File: config.mk
export PLATFORM = sky130hd
export DESIGN_NAME = curvature_speed_limit_flat
export DESIGN_NICKNAME = d
export VERILOG_FILES = /design/src/design/csl_pkg.sv /design/src/design/csl_if.sv /design/src/design/csl_regs.sv /design/src/design/csl_ctrl.sv /design/src/design/csl_dp.sv /design/src/design/curvature_speed_limit.sv /design/src/flat_wrapper.sv
export SDC_FILE = /design/constraint.sdc
export NUM_CORES = 2
export LEC_CHECK = 0
export BUFFER_PORTS_ARGS = -buffer_cell sky130_fd_sc_hd__buf_2
export CAP_MARGIN = 25
export CELL_PAD_IN_SITES_DETAIL_PLACEMENT = 0
export CELL_PAD_IN_SITES_GLOBAL_PLACEMENT = 1
export CORE_ASPECT_RATIO = 1.4
export CORE_MARGIN = 1.5
export CORE_UTILIZATION = 55
export CTS_BUF_LIST = sky130_fd_sc_hd__clkbuf_16
export CTS_CLUSTER_DIAMETER = 60
export CTS_CLUSTER_SIZE = 28
export DETAILED_ROUTE_END_ITERATION = 8
export PLACE_DENSITY_LB_ADDON = 0.1
export SKIP_CTS_REPAIR_TIMING = 1
export SYNTH_ARGS = -nofsm -noshare
export SYNTH_HDL_FRONTEND = slang
export SYNTH_HIERARCHICAL = 1
export SYNTH_SLANG_ARGS = --single-unit
File: constraint.sdc
create_clock -name clk -period 18.6 [get_ports clk]
set_input_delay 3.72 -clock clk [delete_from_list [all_inputs] [get_ports clk]]
set_output_delay 3.72 -clock clk [all_outputs]
set_load 0.01 [all_outputs]
File: src/design/csl_pkg.sv
// Shared constants, command codes and control types of the curvature speed limit block.
package csl_pkg;

    localparam int COORD_WIDTH_DEF = 32;
    localparam int CFG_W           = 24;
    localparam int ARC_W           = 32;
    localparam int DATA_W          = 32;
    localparam int ADDR_W          = 4;
    localparam int RATIO_W         = CFG_W + 32;
    localparam int CURV_ITERS      = 33;

    localparam logic [CFG_W-1:0] THR_RST = 24'd10637;
    localparam logic [CFG_W-1:0] TOP_RST = 24'd363725;
    localparam logic [CFG_W-1:0] LAT_RST = 24'd32768;
    localparam logic [CFG_W-1:0] CFG_MAX = '1;

    localparam logic [1:0] REG_THR = 2'd0;
    localparam logic [1:0] REG_TOP = 2'd1;
    localparam logic [1:0] REG_LAT = 2'd2;

    typedef logic [4:0] op_t;

    localparam op_t OP_IDLE   = 5'd0;
    localparam op_t OP_LOAD   = 5'd1;
    localparam op_t OP_SQ_BX  = 5'd2;
    localparam op_t OP_SQ_BY  = 5'd3;
    localparam op_t OP_RT_B   = 5'd4;
    localparam op_t OP_CR1    = 5'd5;
    localparam op_t OP_CR2    = 5'd6;
    localparam op_t OP_SQ_CX  = 5'd7;
    localparam op_t OP_SQ_CY  = 5'd8;
    localparam op_t OP_RT_C   = 5'd9;
    localparam op_t OP_MUL_AB = 5'd10;
    localparam op_t OP_MUL_D  = 5'd11;
    localparam op_t OP_DIV_C  = 5'd12;
    localparam op_t OP_SAT    = 5'd13;
    localparam op_t OP_TOP    = 5'd14;
    localparam op_t OP_DIV_S  = 5'd15;
    localparam op_t OP_RT_S   = 5'd16;
    localparam op_t OP_EMIT   = 5'd17;
    localparam op_t OP_COMMIT = 5'd18;

    typedef struct packed {
        op_t op;
    } cmd_t;

    typedef struct packed {
        logic done;
        logic restart;
        logic seen2;
        logic degen;
        logic cr_zero;
        logic cr_ge_d;
        logic curv_le_thr;
        logic out_free;
    } status_t;

    function automatic logic is_iter(input op_t op);
        case (op) inside
            OP_SQ_BX, OP_SQ_BY, OP_RT_B, OP_CR1, OP_CR2, OP_SQ_CX, OP_SQ_CY,
            OP_RT_C, OP_MUL_AB, OP_MUL_D, OP_DIV_C, OP_DIV_S, OP_RT_S: return 1'b1;
            default: return 1'b0;
        endcase
    endfunction

endpackage

File: src/design/csl_if.sv
// Point and result channel interfaces.
interface csl_point_if #(parameter int COORD_WIDTH = csl_pkg::COORD_WIDTH_DEF);
    logic                          valid;
    logic                          ready;
    logic                          path_start;
    logic signed [COORD_WIDTH-1:0] pos_x;
    logic signed [COORD_WIDTH-1:0] pos_y;

    modport source (output valid, path_start, pos_x, pos_y, input ready);
    modport sink   (input valid, path_start, pos_x, pos_y, output ready);
endinterface

interface csl_result_if;
    logic                         valid;
    logic                         ready;
    logic [csl_pkg::CFG_W-1:0]    curvature;
    logic [csl_pkg::CFG_W-1:0]    speed_limit;
    logic [csl_pkg::ARC_W-1:0]    arc_length;
    logic                         degenerate;

    modport source (output valid, curvature, speed_limit, arc_length, degenerate, input ready);
    modport sink   (input valid, curvature, speed_limit, arc_length, degenerate, output ready);
endinterface

File: src/design/csl_regs.sv
// APB configuration registers: threshold, top speed and lateral acceleration.
module csl_regs (
    input  logic                        clk,
    input  logic                        rst_n,
    input  logic                        psel,
    input  logic                        penable,
    input  logic                        pwrite,
    input  logic [csl_pkg::ADDR_W-1:0]  paddr,
    input  logic [csl_pkg::DATA_W-1:0]  pwdata,
    output logic [csl_pkg::DATA_W-1:0]  prdata,
    output logic                        pready,
    output logic [csl_pkg::CFG_W-1:0]   thr,
    output logic [csl_pkg::CFG_W-1:0]   top,
    output logic [csl_pkg::CFG_W-1:0]   lat
);

    logic [csl_pkg::CFG_W-1:0] thr_reg, top_reg, lat_reg;
    logic [1:0]                idx;
    logic                      wr;

    assign idx    = paddr[3:2];
    assign wr     = psel && penable && pwrite;
    assign pready = 1'b1;

    always_ff @(posedge clk or negedge rst_n)
    begin
        if (!rst_n)
        begin
            thr_reg <= csl_pkg::THR_RST;
            top_reg <= csl_pkg::TOP_RST;
            lat_reg <= csl_pkg::LAT_RST;
        end
        else if (wr)
        begin
            unique case (idx)
                csl_pkg::REG_THR: thr_reg <= pwdata[csl_pkg::CFG_W-1:0];
                csl_pkg::REG_TOP: top_reg <= pwdata[csl_pkg::CFG_W-1:0];
                csl_pkg::REG_LAT: lat_reg <= pwdata[csl_pkg::CFG_W-1:0];
                default: ;
            endcase
        end
    end

    always_comb
    begin
        unique case (idx)
            csl_pkg::REG_THR: prdata = csl_pkg::DATA_W'(thr_reg);
            csl_pkg::REG_TOP: prdata = csl_pkg::DATA_W'(top_reg);
            csl_pkg::REG_LAT: prdata = csl_pkg::DATA_W'(lat_reg);
            default:          prdata = '0;
        endcase
    end

    assign thr = thr_reg;
    assign top = top_reg;
    assign lat = lat_reg;

endmodule

File: src/design/csl_ctrl.sv
// Sequencing state machine: steps the datapath through one point's computation.
module csl_ctrl (
    input  logic              clk,
    input  logic              rst_n,
    input  logic              in_valid,
    output logic              in_ready,
    input  csl_pkg::status_t  stat,
    output csl_pkg::cmd_t     cmd
);

    localparam logic [4:0] S_IDLE   = 5'd0;
    localparam logic [4:0] S_SQBX   = 5'd1;
    localparam logic [4:0] S_SQBY   = 5'd2;
    localparam logic [4:0] S_RTB    = 5'd3;
    localparam logic [4:0] S_CR1    = 5'd4;
    localparam logic [4:0] S_CR2    = 5'd5;
    localparam logic [4:0] S_CRCHK  = 5'd6;
    localparam logic [4:0] S_SQCX   = 5'd7;
    localparam logic [4:0] S_SQCY   = 5'd8;
    localparam logic [4:0] S_RTC    = 5'd9;
    localparam logic [4:0] S_AB     = 5'd10;
    localparam logic [4:0] S_D      = 5'd11;
    localparam logic [4:0] S_DCHK   = 5'd12;
    localparam logic [4:0] S_DIVC   = 5'd13;
    localparam logic [4:0] S_SAT    = 5'd14;
    localparam logic [4:0] S_CHK    = 5'd15;
    localparam logic [4:0] S_TOP    = 5'd16;
    localparam logic [4:0] S_DIVS   = 5'd17;
    localparam logic [4:0] S_RTS    = 5'd18;
    localparam logic [4:0] S_OUT    = 5'd19;
    localparam logic [4:0] S_COMMIT = 5'd20;

    logic [4:0] state_reg, state_next;

    always_ff @(posedge clk or negedge rst_n)
    begin
        if (!rst_n)
            state_reg <= S_IDLE;
        else
            state_reg <= state_next;
    end

    assign in_ready = (state_reg == S_IDLE);

    always_comb
    begin
        state_next = state_reg;
        cmd.op     = csl_pkg::OP_IDLE;
        unique case (state_reg)
            S_IDLE:
            begin
                if (in_valid)
                begin
                    cmd.op = csl_pkg::OP_LOAD;
                    if (!stat.restart)
                        state_next = S_SQBX;
                end
            end
            S_SQBX:
            begin
                cmd.op = csl_pkg::OP_SQ_BX;
                if (stat.done) state_next = S_SQBY;
            end
            S_SQBY:
            begin
                cmd.op = csl_pkg::OP_SQ_BY;
                if (stat.done) state_next = S_RTB;
            end
            S_RTB:
            begin
                cmd.op = csl_pkg::OP_RT_B;
                if (stat.done)
                begin
                    if (!stat.seen2)
                        state_next = S_COMMIT;
                    else if (stat.degen)
                        state_next = S_CHK;
                    else
                        state_next = S_CR1;
                end
            end
            S_CR1:
            begin
                cmd.op = csl_pkg::OP_CR1;
                if (stat.done) state_next = S_CR2;
            end
            S_CR2:
            begin
                cmd.op = csl_pkg::OP_CR2;
                if (stat.done) state_next = S_CRCHK;
            end
            S_CRCHK:
            begin
                state_next = stat.cr_zero ? S_CHK : S_SQCX;
            end
            S_SQCX:
            begin
                cmd.op = csl_pkg::OP_SQ_CX;
                if (stat.done) state_next = S_SQCY;
            end
            S_SQCY:
            begin
                cmd.op = csl_pkg::OP_SQ_CY;
                if (stat.done) state_next = S_RTC;
            end
            S_RTC:
            begin
                cmd.op = csl_pkg::OP_RT_C;
                if (stat.done) state_next = S_AB;
            end
            S_AB:
            begin
                cmd.op = csl_pkg::OP_MUL_AB;
                if (stat.done) state_next = S_D;
            end
            S_D:
            begin
                cmd.op = csl_pkg::OP_MUL_D;
                if (stat.done) state_next = S_DCHK;
            end
            S_DCHK:
            begin
                state_next = stat.cr_ge_d ? S_SAT : S_DIVC;
            end
            S_DIVC:
            begin
                cmd.op = csl_pkg::OP_DIV_C;
                if (stat.done) state_next = S_CHK;
            end
            S_SAT:
            begin
                cmd.op     = csl_pkg::OP_SAT;
                state_next = S_CHK;
            end
            S_CHK:
            begin
                state_next = stat.curv_le_thr ? S_TOP : S_DIVS;
            end
            S_TOP:
            begin
                cmd.op     = csl_pkg::OP_TOP;
                state_next = S_OUT;
            end
            S_DIVS:
            begin
                cmd.op = csl_pkg::OP_DIV_S;
                if (stat.done) state_next = S_RTS;
            end
            S_RTS:
            begin
                cmd.op = csl_pkg::OP_RT_S;
                if (stat.done) state_next = S_OUT;
            end
            S_OUT:
            begin
                if (stat.out_free)
                begin
                    cmd.op     = csl_pkg::OP_EMIT;
                    state_next = S_IDLE;
                end
            end
            S_COMMIT:
            begin
                cmd.op     = csl_pkg::OP_COMMIT;
                state_next = S_IDLE;
            end
            default:
            begin
                state_next = S_IDLE;
            end
        endcase
    end

endmodule

File: src/design/csl_dp.sv
// Datapath: point history, shared shift-add multiplier, square root and divider, result register.
module csl_dp #(
    parameter int COORD_WIDTH = csl_pkg::COORD_WIDTH_DEF
) (
    input  logic                          clk,
    input  logic                          rst_n,
    input  csl_pkg::cmd_t                 cmd,
    output csl_pkg::status_t              stat,
    input  logic                          in_path_start,
    input  logic signed [COORD_WIDTH-1:0] in_pos_x,
    input  logic signed [COORD_WIDTH-1:0] in_pos_y,
    input  logic [csl_pkg::CFG_W-1:0]     thr,
    input  logic [csl_pkg::CFG_W-1:0]     top,
    input  logic [csl_pkg::CFG_W-1:0]     lat,
    input  logic                          out_ready,
    output logic                          out_valid,
    output logic [csl_pkg::CFG_W-1:0]     out_curvature,
    output logic [csl_pkg::CFG_W-1:0]     out_speed_limit,
    output logic [csl_pkg::ARC_W-1:0]     out_arc_length,
    output logic                          out_degenerate
);

    localparam int CW      = COORD_WIDTH;
    localparam int LW      = CW + 1;
    localparam int SQS_W   = 2 * CW + 1;
    localparam int CRW     = 2 * CW + 1;
    localparam int SCW     = 2 * CW + 2;
    localparam int ABW     = 2 * CW + 2;
    localparam int PW      = 3 * CW + 3;
    localparam int QW      = csl_pkg::RATIO_W;
    localparam int SQ_W    = (2 * CW + 2 > QW) ? 2 * CW + 2 : QW;
    localparam int SQ_H    = SQ_W / 2;
    localparam int REM_W   = SQ_H + 3;
    localparam int DRW     = PW + 1;
    localparam int MUL_IT  = CW + 1;
    localparam int MAX_A   = (MUL_IT > SQ_H) ? MUL_IT : SQ_H;
    localparam int MAX_IT  = (MAX_A > QW) ? MAX_A : QW;
    localparam int CNT_W   = $clog2(MAX_IT + 1);
    localparam int RUN_W   = ((LW > csl_pkg::ARC_W) ? LW : csl_pkg::ARC_W) + 1;
    localparam int CI      = csl_pkg::CURV_ITERS;
    localparam int CFG_W   = csl_pkg::CFG_W;

    function automatic logic signed [CW:0] sdiff(input logic signed [CW-1:0] a,
                                                 input logic signed [CW-1:0] b);
        return $signed({a[CW-1], a}) - $signed({b[CW-1], b});
    endfunction

    function automatic logic [CW-1:0] mag(input logic signed [CW:0] v);
        logic [CW:0] u;
        u = v;
        if (v[CW])
            u = ~u + 1'b1;
        return u[CW-1:0];
    endfunction

    // point history and path state
    logic signed [CW-1:0] px_reg, py_reg, h0x_reg, h0y_reg, h1x_reg, h1y_reg;
    logic [1:0]           seen_reg;
    logic [LW-1:0]        prev_seg_reg, lb_reg, lc_reg;
    logic [csl_pkg::ARC_W-1:0] run_reg;
    logic [SQS_W-1:0]     sq_reg;
    logic [2*CW-1:0]      t1_reg;
    logic                 t1_neg_reg;
    logic [CRW-1:0]       cr_reg;
    logic [ABW-1:0]       ab_reg;
    logic [PW-1:0]        d_reg;
    logic [CFG_W-1:0]     curv_reg, speed_reg;
    logic                 degen_reg;

    // iterative engine
    logic                 busy_reg, busy_next;
    logic [CNT_W-1:0]     cnt_reg, cnt_next;
    logic [PW-1:0]        acc_reg, acc_next, mcand_reg, mcand_next;
    logic [LW-1:0]        mplier_reg, mplier_next;
    logic                 neg_reg, neg_next;
    logic [REM_W-1:0]     rem_reg, rem_next;
    logic [SQ_H-1:0]      root_reg, root_next;
    logic [SQ_W-1:0]      rad_reg, rad_next;
    logic [DRW-1:0]       dr_reg, dr_next;
    logic [QW-1:0]        dq_reg, dq_next;
    logic [PW-1:0]        dd_reg, dd_next;
    logic                 run_eng, eng_done;

    // result register
    logic                 ov_reg;
    logic [CFG_W-1:0]     o_curv_reg, o_speed_reg;
    logic [csl_pkg::ARC_W-1:0] o_arc_reg;
    logic                 o_degen_reg;

    logic signed [CW:0]   d_a, d_b;
    logic [CW-1:0]        op_a, op_b;
    logic                 op_neg;
    logic [REM_W-1:0]     sq_cur, sq_trial;
    logic                 sq_ge;
    logic [DRW-1:0]       dv_sh;
    logic                 dv_ge;
    logic signed [SCW-1:0] s1, s2, sd;
    logic [SCW-1:0]       sd_abs;
    logic [RUN_W-1:0]     run_sum;
    logic                 same01, same12, same02;
    logic                 commit;

    assign run_eng  = csl_pkg::is_iter(cmd.op);
    assign eng_done = run_eng && busy_reg && (cnt_reg == CNT_W'(1));

    // multiplier operand selection
    always_comb
    begin
        d_a    = '0;
        d_b    = '0;
        op_neg = 1'b0;
        unique case (cmd.op)
            csl_pkg::OP_SQ_BX: begin d_a = sdiff(px_reg, h1x_reg); d_b = d_a; end
            csl_pkg::OP_SQ_BY: begin d_a = sdiff(py_reg, h1y_reg); d_b = d_a; end
            csl_pkg::OP_SQ_CX: begin d_a = sdiff(px_reg, h0x_reg); d_b = d_a; end
            csl_pkg::OP_SQ_CY: begin d_a = sdiff(py_reg, h0y_reg); d_b = d_a; end
            csl_pkg::OP_CR1:
            begin
                d_a    = sdiff(h1x_reg, h0x_reg);
                d_b    = sdiff(py_reg, h0y_reg);
                op_neg = d_a[CW] ^ d_b[CW];
            end
            csl_pkg::OP_CR2:
            begin
                d_a    = sdiff(h1y_reg, h0y_reg);
                d_b    = sdiff(px_reg, h0x_reg);
                op_neg = d_a[CW] ^ d_b[CW];
            end
            default: ;
        endcase
        op_a = mag(d_a);
        op_b = mag(d_b);
    end

    always_comb
    begin
        sq_cur   = {rem_reg[REM_W-3:0], rad_reg[SQ_W-1 -: 2]};
        sq_trial = REM_W'({root_reg, 2'b01});
        sq_ge    = (sq_cur >= sq_trial);
        dv_sh    = {dr_reg[DRW-2:0], dq_reg[QW-1]};
        dv_ge    = (dv_sh >= {1'b0, dd_reg});
    end

    // engine next state
    always_comb
    begin
        busy_next   = busy_reg;
        cnt_next    = cnt_reg;
        acc_next    = acc_reg;
        mcand_next  = mcand_reg;
        mplier_next = mplier_reg;
        neg_next    = neg_reg;
        rem_next    = rem_reg;
        root_next   = root_reg;
        rad_next    = rad_reg;
        dr_next     = dr_reg;
        dq_next     = dq_reg;
        dd_next     = dd_reg;
        if (run_eng && !busy_reg)
        begin
            busy_next = 1'b1;
            unique case (cmd.op)
                csl_pkg::OP_SQ_BX, csl_pkg::OP_SQ_BY, csl_pkg::OP_SQ_CX, csl_pkg::OP_SQ_CY,
                csl_pkg::OP_CR1, csl_pkg::OP_CR2:
                begin
                    cnt_next    = CNT_W'(MUL_IT);
                    mcand_next  = PW'(op_a);
                    mplier_next = LW'(op_b);
                    neg_next    = op_neg;
                    acc_next    = (cmd.op == csl_pkg::OP_SQ_BY || cmd.op == csl_pkg::OP_SQ_CY)
                                  ? PW'(sq_reg) : '0;
                end
                csl_pkg::OP_MUL_AB:
                begin
                    cnt_next    = CNT_W'(MUL_IT);
                    mcand_next  = PW'(prev_seg_reg);
                    mplier_next = lb_reg;
                    acc_next    = '0;
                end
                csl_pkg::OP_MUL_D:
                begin
                    cnt_next    = CNT_W'(MUL_IT);
                    mcand_next  = PW'(ab_reg);
                    mplier_next = lc_reg;
                    acc_next    = '0;
                end
                csl_pkg::OP_RT_B, csl_pkg::OP_RT_C, csl_pkg::OP_RT_S:
                begin
                    cnt_next  = CNT_W'(SQ_H);
                    rem_next  = '0;
                    root_next = '0;
                    rad_next  = (cmd.op == csl_pkg::OP_RT_S) ? SQ_W'(dq_reg) : SQ_W'(sq_reg);
                end
                csl_pkg::OP_DIV_C:
                begin
                    cnt_next = CNT_W'(CI);
                    dr_next  = DRW'(cr_reg);
                    dq_next  = '0;
                    dd_next  = d_reg;
                end
                csl_pkg::OP_DIV_S:
                begin
                    cnt_next = CNT_W'(QW);
                    dr_next  = '0;
                    dq_next  = QW'({lat, 32'd0});
                    dd_next  = PW'(curv_reg);
                end
                default: ;
            endcase
        end
        else if (run_eng)
        begin
            cnt_next = cnt_reg - 1'b1;
            if (cnt_reg == CNT_W'(1))
                busy_next = 1'b0;
            unique case (cmd.op)
                csl_pkg::OP_RT_B, csl_pkg::OP_RT_C, csl_pkg::OP_RT_S:
                begin
                    rem_next  = sq_ge ? sq_cur - sq_trial : sq_cur;
                    root_next = {root_reg[SQ_H-2:0], sq_ge};
                    rad_next  = {rad_reg[SQ_W-3:0], 2'b00};
                end
                csl_pkg::OP_DIV_C, csl_pkg::OP_DIV_S:
                begin
                    dr_next = dv_ge ? dv_sh - {1'b0, dd_reg} : dv_sh;
                    dq_next = {dq_reg[QW-2:0], dv_ge};
                end
                default:
                begin
                    acc_next    = acc_reg + (mplier_reg[0] ? mcand_reg : '0);
                    mcand_next  = {mcand_reg[PW-2:0], 1'b0};
                    mplier_next = {1'b0, mplier_reg[LW-1:1]};
                end
            endcase
        end
    end

    always_ff @(posedge clk or negedge rst_n)
    begin
        if (!rst_n)
            busy_reg <= 1'b0;
        else
            busy_reg <= busy_next;
    end

    always_ff @(posedge clk)
    begin
        cnt_reg    <= cnt_next;
        acc_reg    <= acc_next;
        mcand_reg  <= mcand_next;
        mplier_reg <= mplier_next;
        neg_reg    <= neg_next;
        rem_reg    <= rem_next;
        root_reg   <= root_next;
        rad_reg    <= rad_next;
        dr_reg     <= dr_next;
        dq_reg     <= dq_next;
        dd_reg     <= dd_next;
    end

    // signed cross product from the two magnitudes
    always_comb
    begin
        s1 = $signed(SCW'(t1_reg));
        if (t1_neg_reg)
            s1 = -s1;
        s2 = $signed(SCW'(acc_next[2*CW-1:0]));
        if (neg_reg)
            s2 = -s2;
        sd     = s1 - s2;
        sd_abs = sd[SCW-1] ? -sd : sd;
    end

    assign same01  = (h0x_reg == h1x_reg) && (h0y_reg == h1y_reg);
    assign same12  = (h1x_reg == in_pos_x) && (h1y_reg == in_pos_y);
    assign same02  = (h0x_reg == in_pos_x) && (h0y_reg == in_pos_y);
    assign run_sum = RUN_W'(run_reg) + RUN_W'(lb_reg);
    assign commit  = (cmd.op == csl_pkg::OP_EMIT) || (cmd.op == csl_pkg::OP_COMMIT);

    always_ff @(posedge clk or negedge rst_n)
    begin
        if (!rst_n)
            seen_reg <= 2'd0;
        else if (cmd.op == csl_pkg::OP_LOAD && stat.restart)
            seen_reg <= 2'd1;
        else if (commit)
            seen_reg <= 2'd2;
    end

    always_ff @(posedge clk)
    begin
        if (eng_done)
        begin
            unique case (cmd.op)
                csl_pkg::OP_SQ_BX, csl_pkg::OP_SQ_BY, csl_pkg::OP_SQ_CX, csl_pkg::OP_SQ_CY:
                    sq_reg <= acc_next[SQS_W-1:0];
                csl_pkg::OP_CR1:
                begin
                    t1_reg     <= acc_next[2*CW-1:0];
                    t1_neg_reg <= neg_reg;
                end
                csl_pkg::OP_CR2:   cr_reg <= sd_abs[CRW-1:0];
                csl_pkg::OP_RT_B:  lb_reg <= root_next[LW-1:0];
                csl_pkg::OP_RT_C:  lc_reg <= root_next[LW-1:0];
                csl_pkg::OP_MUL_AB: ab_reg <= acc_next[ABW-1:0];
                csl_pkg::OP_MUL_D: d_reg  <= acc_next;
                csl_pkg::OP_DIV_C:
                    curv_reg <= (dq_next[CI-1:CFG_W] != '0) ? csl_pkg::CFG_MAX
                                                            : dq_next[CFG_W-1:0];
                csl_pkg::OP_RT_S:
                    speed_reg <= (root_next[SQ_H-1:CFG_W] != '0) ? csl_pkg::CFG_MAX
                                                                 : root_next[CFG_W-1:0];
                default: ;
            endcase
        end
        unique case (cmd.op)
            csl_pkg::OP_LOAD:
            begin
                if (stat.restart)
                begin
                    h0x_reg      <= in_pos_x;
                    h0y_reg      <= in_pos_y;
                    h1x_reg      <= in_pos_x;
                    h1y_reg      <= in_pos_y;
                    prev_seg_reg <= '0;
                    run_reg      <= '0;
                end
                else
                begin
                    px_reg    <= in_pos_x;
                    py_reg    <= in_pos_y;
                    curv_reg  <= '0;
                    degen_reg <= same01 || same12 || same02;
                end
            end
            csl_pkg::OP_SAT: curv_reg  <= csl_pkg::CFG_MAX;
            csl_pkg::OP_TOP: speed_reg <= top;
            csl_pkg::OP_EMIT, csl_pkg::OP_COMMIT:
            begin
                run_reg      <= (run_sum[RUN_W-1:csl_pkg::ARC_W] != '0) ? '1
                                : run_sum[csl_pkg::ARC_W-1:0];
                prev_seg_reg <= lb_reg;
                h0x_reg      <= h1x_reg;
                h0y_reg      <= h1y_reg;
                h1x_reg      <= px_reg;
                h1y_reg      <= py_reg;
            end
            default: ;
        endcase
    end

    // result register
    always_ff @(posedge clk or negedge rst_n)
    begin
        if (!rst_n)
            ov_reg <= 1'b0;
        else if (cmd.op == csl_pkg::OP_EMIT)
            ov_reg <= 1'b1;
        else if (out_ready)
            ov_reg <= 1'b0;
    end

    always_ff @(posedge clk)
    begin
        if (cmd.op == csl_pkg::OP_EMIT)
        begin
            o_curv_reg  <= curv_reg;
            o_speed_reg <= speed_reg;
            o_arc_reg   <= run_reg;
            o_degen_reg <= degen_reg;
        end
    end

    assign out_valid       = ov_reg;
    assign out_curvature   = o_curv_reg;
    assign out_speed_limit = o_speed_reg;
    assign out_arc_length  = o_arc_reg;
    assign out_degenerate  = o_degen_reg;

    always_comb
    begin
        stat.done        = eng_done;
        stat.restart     = in_path_start || (seen_reg == 2'd0);
        stat.seen2       = (seen_reg == 2'd2);
        stat.degen       = degen_reg;
        stat.cr_zero     = (cr_reg == '0);
        stat.cr_ge_d     = (PW'(cr_reg) >= d_reg);
        stat.curv_le_thr = (curv_reg <= thr);
        stat.out_free    = !ov_reg || out_ready;
    end

endmodule

File: src/design/curvature_speed_limit.sv
// Top level: curvature and speed limit along a path of points.
//
//  channel   | direction | transaction
//  ----------+-----------+--------------------------------------------------
//  in_ch     | sink      | path_start, pos_x, pos_y (one path point)
//  out_ch    | source    | curvature, speed_limit, arc_length, degenerate
//  apb       | slave     | curvature_threshold, top_speed, lateral_accel
//
// One point at a time. A path start is only recorded; the second point and
// each interior point run on the shared radix-2 multiply / square root /
// divide engine. A result waits in the output register; the next point is
// taken meanwhile, and the following result holds the controller until the
// register drains. rst_n clears history.
module curvature_speed_limit #(
    parameter int COORD_WIDTH = csl_pkg::COORD_WIDTH_DEF
) (
    input  logic                        clk,
    input  logic                        rst_n,
    csl_point_if.sink                   in_ch,
    csl_result_if.source                out_ch,
    input  logic                        psel,
    input  logic                        penable,
    input  logic                        pwrite,
    input  logic [csl_pkg::ADDR_W-1:0]  paddr,
    input  logic [csl_pkg::DATA_W-1:0]  pwdata,
    output logic [csl_pkg::DATA_W-1:0]  prdata,
    output logic                        pready
);

    logic [csl_pkg::CFG_W-1:0] thr, top, lat;
    csl_pkg::cmd_t             cmd;
    csl_pkg::status_t          stat;

    csl_regs u_regs (
        .clk     (clk),
        .rst_n   (rst_n),
        .psel    (psel),
        .penable (penable),
        .pwrite  (pwrite),
        .paddr   (paddr),
        .pwdata  (pwdata),
        .prdata  (prdata),
        .pready  (pready),
        .thr     (thr),
        .top     (top),
        .lat     (lat)
    );

    csl_ctrl u_ctrl (
        .clk      (clk),
        .rst_n    (rst_n),
        .in_valid (in_ch.valid),
        .in_ready (in_ch.ready),
        .stat     (stat),
        .cmd      (cmd)
    );

    csl_dp #(
        .COORD_WIDTH (COORD_WIDTH)
    ) u_dp (
        .clk             (clk),
        .rst_n           (rst_n),
        .cmd             (cmd),
        .stat            (stat),
        .in_path_start   (in_ch.path_start),
        .in_pos_x        (in_ch.pos_x),
        .in_pos_y        (in_ch.pos_y),
        .thr             (thr),
        .top             (top),
        .lat             (lat),
        .out_ready       (out_ch.ready),
        .out_valid       (out_ch.valid),
        .out_curvature   (out_ch.curvature),
        .out_speed_limit (out_ch.speed_limit),
        .out_arc_length  (out_ch.arc_length),
        .out_degenerate  (out_ch.degenerate)
    );

`ifndef SYNTHESIS
    a_busy_after_accept: assert property (@(posedge clk) disable iff (!rst_n)
        in_ch.valid && in_ch.ready && !stat.restart |=> !in_ch.ready)
        else $error("point taken while a computation is running");

    a_result_from_emit: assert property (@(posedge clk) disable iff (!rst_n)
        $rose(out_ch.valid) |-> $past(cmd.op == csl_pkg::OP_EMIT))
        else $error("result appeared without an emit command");

    a_done_only_iter: assert property (@(posedge clk) disable iff (!rst_n)
        stat.done |-> csl_pkg::is_iter(cmd.op))
        else $error("engine done outside an iterative operation");

    a_emit_has_room: assert property (@(posedge clk) disable iff (!rst_n)
        cmd.op == csl_pkg::OP_EMIT |-> stat.out_free)
        else $error("result register overwritten");
`endif

endmodule

File: src/flat_wrapper.sv
// flat-port wrapper written by rule: the top's interface ports become plain ports
module curvature_speed_limit_flat 
#(
    parameter int COORD_WIDTH = csl_pkg::COORD_WIDTH_DEF
)
  (clk, rst_n, psel, penable, pwrite, paddr, pwdata, prdata, pready, in_ch_valid, in_ch_path_start, in_ch_pos_x, in_ch_pos_y, in_ch_ready, out_ch_valid, out_ch_curvature, out_ch_speed_limit, out_ch_arc_length, out_ch_degenerate, out_ch_ready);
  csl_point_if #(.COORD_WIDTH(COORD_WIDTH)) in_ch_i ();
  csl_result_if out_ch_i ();
  input  logic clk;
  input  logic rst_n;
  input  logic psel;
  input  logic penable;
  input  logic pwrite;
  input  logic [csl_pkg::ADDR_W-1:0] paddr;
  input  logic [csl_pkg::DATA_W-1:0] pwdata;
  output logic [csl_pkg::DATA_W-1:0] prdata;
  output logic pready;
  input wire logic [$bits(in_ch_i.valid)-1:0] in_ch_valid;
  input wire logic [$bits(in_ch_i.path_start)-1:0] in_ch_path_start;
  input wire logic [$bits(in_ch_i.pos_x)-1:0] in_ch_pos_x;
  input wire logic [$bits(in_ch_i.pos_y)-1:0] in_ch_pos_y;
  output wire logic [$bits(in_ch_i.ready)-1:0] in_ch_ready;
  output wire logic [$bits(out_ch_i.valid)-1:0] out_ch_valid;
  output wire logic [$bits(out_ch_i.curvature)-1:0] out_ch_curvature;
  output wire logic [$bits(out_ch_i.speed_limit)-1:0] out_ch_speed_limit;
  output wire logic [$bits(out_ch_i.arc_length)-1:0] out_ch_arc_length;
  output wire logic [$bits(out_ch_i.degenerate)-1:0] out_ch_degenerate;
  input wire logic [$bits(out_ch_i.ready)-1:0] out_ch_ready;
  assign in_ch_i.valid = in_ch_valid;
  assign in_ch_i.path_start = in_ch_path_start;
  assign in_ch_i.pos_x = in_ch_pos_x;
  assign in_ch_i.pos_y = in_ch_pos_y;
  assign in_ch_ready = in_ch_i.ready;
  assign out_ch_valid = out_ch_i.valid;
  assign out_ch_curvature = out_ch_i.curvature;
  assign out_ch_speed_limit = out_ch_i.speed_limit;
  assign out_ch_arc_length = out_ch_i.arc_length;
  assign out_ch_degenerate = out_ch_i.degenerate;
  assign out_ch_i.ready = out_ch_ready;
  curvature_speed_limit #(.COORD_WIDTH(COORD_WIDTH)) u_core (.clk(clk), .rst_n(rst_n), .in_ch(in_ch_i), .out_ch(out_ch_i), .psel(psel), .penable(penable), .pwrite(pwrite), .paddr(paddr), .pwdata(pwdata), .prdata(prdata), .pready(pready));
endmodule
==> impl_metrics.env <==
export IMPL_grt_antenna_before_repair=7
export IMPL_clock_fmax_mhz=71.8
export IMPL_violations="slew limit"
export IMPL_grt_pass1_wl_um=475000
export IMPL_cpMostUsedCell="buf_4"
export IMPL_yosysSeqAreaShare=0.445
export IMPL_avgSynthCellArea_um2=9.69
export IMPL_max_stage_delay_ps=670
export IMPL_cp_data_required_time_ps=19120
export IMPL_cp_end_kind="register"
export IMPL_tightest_slew_ps=1610
export IMPL_dieArea_um2=179000
export IMPL_io_buffers=204
export IMPL_synth_top_area_frac=0.385
export IMPL_relSlewSlack=-0.0708
export IMPL_ctsHtreeMaxLevel=3
export IMPL_cts_buffers=103
export IMPL_hpwlAfterDp_um=250000
export IMPL_fp_dieW_um=358
export IMPL_critPathArrivalTime_ps=14450
export IMPL_yosysWarnings=6
export IMPL_wl_met1_um=124000
export IMPL_cts_sinks=1519
export IMPL_die_y_um=501
export IMPL_cts_path_max_buffers=3
export IMPL_drv_slew=61
export IMPL_wl_met3_um=18600
export IMPL_syn_area_um2=97300
export IMPL_synth_most_common_cell="edfxtp_1"
export IMPL_nFillCells=15100
export IMPL_yosysTopAreaCell="edfxtp_1"
export IMPL_drtIter0Drc=7098
export IMPL_wl_per_cell_um=26.0
export IMPL_core_um2=176000
export IMPL_final_nets=10800
export IMPL_ys_async_sr_fraction=0.0533
export IMPL_status="finished with violations"
export IMPL_synth_top_flop_cell="edfxtp_1"
export IMPL_cp_slowest_cell="buf_4"
export IMPL_rsz0062_at_grt="false"
export IMPL_critical_path_class="input pin to register"
export IMPL_yosysUniqueCellTypes=115
export IMPL_drc=0
export IMPL_netlist_instances=10000
export IMPL_holdPathStages=0
export IMPL_synth_edf_count=1249
export IMPL_area_delta_synth_final_pct=7.84
export IMPL_cts_reportedPaths_clkPinSlew_ps=100
export IMPL_wl_um=324000
export IMPL_grt_max_degree=161
export IMPL_vias=78400
export IMPL_fin_skew_ps=78.2
export IMPL_start_util=0.554
export IMPL_clockRootBuffer="clkbuf_16"
export IMPL_final_hold_violation_count=0
export IMPL_ios=224
export IMPL_start_kind="input pin"
export IMPL_grt_usage=0.353
export IMPL_synthTopCellsByArea="edfxtp_1 (39%), ha_1 (8.0%), nand2_1 (4.2%), a21oi_1 (4.0%), dfxtp_1 (3.9%)"
export IMPL_drtPass1Iterations=6
export IMPL_wl_met2_um=154000
export IMPL_synthTopCellsByCount="edfxtp_1 (1,249), nand2_1 (1,083), a21oi_1 (781)"
export IMPL_drive_gt1_frac=0.0761
export IMPL_ys_seq_elements=1519
export IMPL_viasPerCell=6.29
export IMPL_path_max_fanout=66
export IMPL_gp_congestion=1.02
export IMPL_period_minus_slack_ps=13930
export IMPL_tns_ps=0
export IMPL_min_delay_path_class="register to register"
export IMPL_overflow=0
export IMPL_grt_pass1_vias=75800
export IMPL_ant_nets=0
export IMPL_r2r_cells=37
export IMPL_cts_tree="yes"
export IMPL_std_cell_rows=182
export IMPL_setup_viol=0
export IMPL_dr_max_layer_used="met5"
export IMPL_fin_crit_sh=0.749
export IMPL_cap_viol_max_count=0
export IMPL_clock_latency_ps=820
## metrics by stage
step / std cells / instance area (um^2) / setup slack [ps] / hold slack [ps] / utilization
floorplan: 10000 / 97300 / 5820 / 400 / -
global placement: 12200 / 101000 / 4140 / 401 / 0.573
detailed placement: 12300 / 101000 / 4020 / 405 / 0.574
CTS: 12400 / 105000 / 4870 / 430 / 0.596
global route: 12500 / 105000 / 4230 / 429 / 0.597
finish: 12500 / 105000 / 4670 / 425 / 0.597
## placed cells by master (no fill, tap or decap), types with 65 or more instances in the layout
cell type / Yosys / final
xnor2_1: 408 / 406
a31oi_1: 85 / 84
nor4_1: 96 / 94
o21ai_0: 726 / 723
clkbuf_16: 0 / 103
a22oi_1: 66 / 65
buf_4: 24 / 153
a21o_1: 288 / 288
inv_1: 551 / 553
dfxtp_1: 189 / 189
ha_1: 624 / 624
and2_1: 207 / 207
nand2_1: 1083 / 1081
nor2_1: 600 / 588
nor3_1: 142 / 134
mux2i_1: 144 / 144
o21a_1: 88 / 88
and3_1: 66 / 66
xor2_1: 389 / 389
nand3_1: 253 / 251
nand4_1: 139 / 139
a221oi_1: 89 / 89
o31ai_1: 91 / 91
buf_2: 17 / 205
a21oi_1: 781 / 780
nand2b_1: 82 / 82
o21bai_1: 91 / 91
nor2b_1: 120 / 120
edfxtp_1: 1249 / 1249
## per-layer routing
metal	up-vias	GRT usage
met1	37900	0.426
met2	2870	0.587
met3	754	0.0399
met4	6	0.251
li1	36900	-
met5	-	0
## worst paths after layout
| check | startpoint | endpoint | slack (ps) |
|---|---|---|---|
| max | out_ch_ready | u_core/u_dp/cr_reg[48] | 4670 |
| min | u_core/u_dp/speed_reg[15] | u_core/u_dp/out_speed_limit[15] | 430 |
| max reg2reg | u_core/u_ctrl/state_reg[3] | u_core/u_dp/cr_reg[48] | 6850 |
| min reg2reg | u_core/u_dp/speed_reg[15] | u_core/u_dp/out_speed_limit[15] | 430 |
| max in group asynchronous | rst_n | u_core/u_ctrl/state_reg[3] | 14620 |
| min in group asynchronous | rst_n | u_core/u_regs/top[17] | 2780 |
## final cells by class
class                           instances  area, um^2  area share
Inverter                              557        2100      0.0200
Sequential cell                      1519       43300       0.413
Clock inverter                         93        1370      0.0131
Tap cell                             2300        2880      0.0274
Timing Repair Buffer                  368        2360      0.0225
Clock buffer                          103        2580      0.0246
Antenna cell                            5        12.5    0.000119
Multi-Input combinational cell       7515       50300       0.479
## critical path, delay by kind of cell
family          cells  cell delay, ps
xor+xnor            3             420
simple gates       12            3220
fa+ha+maj           1             420
compound gates     14            3480
buf+inv             7            2780
mux                 1             340
## cells by family (layout without fill, tap and decap cells)
kind of cell | Yosys count | after routing | share of synthesized area
simple gates | 3004 | 3004 | 0.148
compound gates | 2849 | 2849 | 0.187
flops | 1519 | 1519 | 0.445
buf+inv | 1014 | 1121 | 0.0409
xor+xnor | 798 | 798 | 0.0719
fa+ha+maj | 634 | 634 | 0.0823
mux | 221 | 221 | 0.0246
other cells | 2 | 14 | 0.0000772
Power is left out: the tool's default activity adds up to more than one toggle a clock period on the data nets, which glitch-free logic cannot reach.
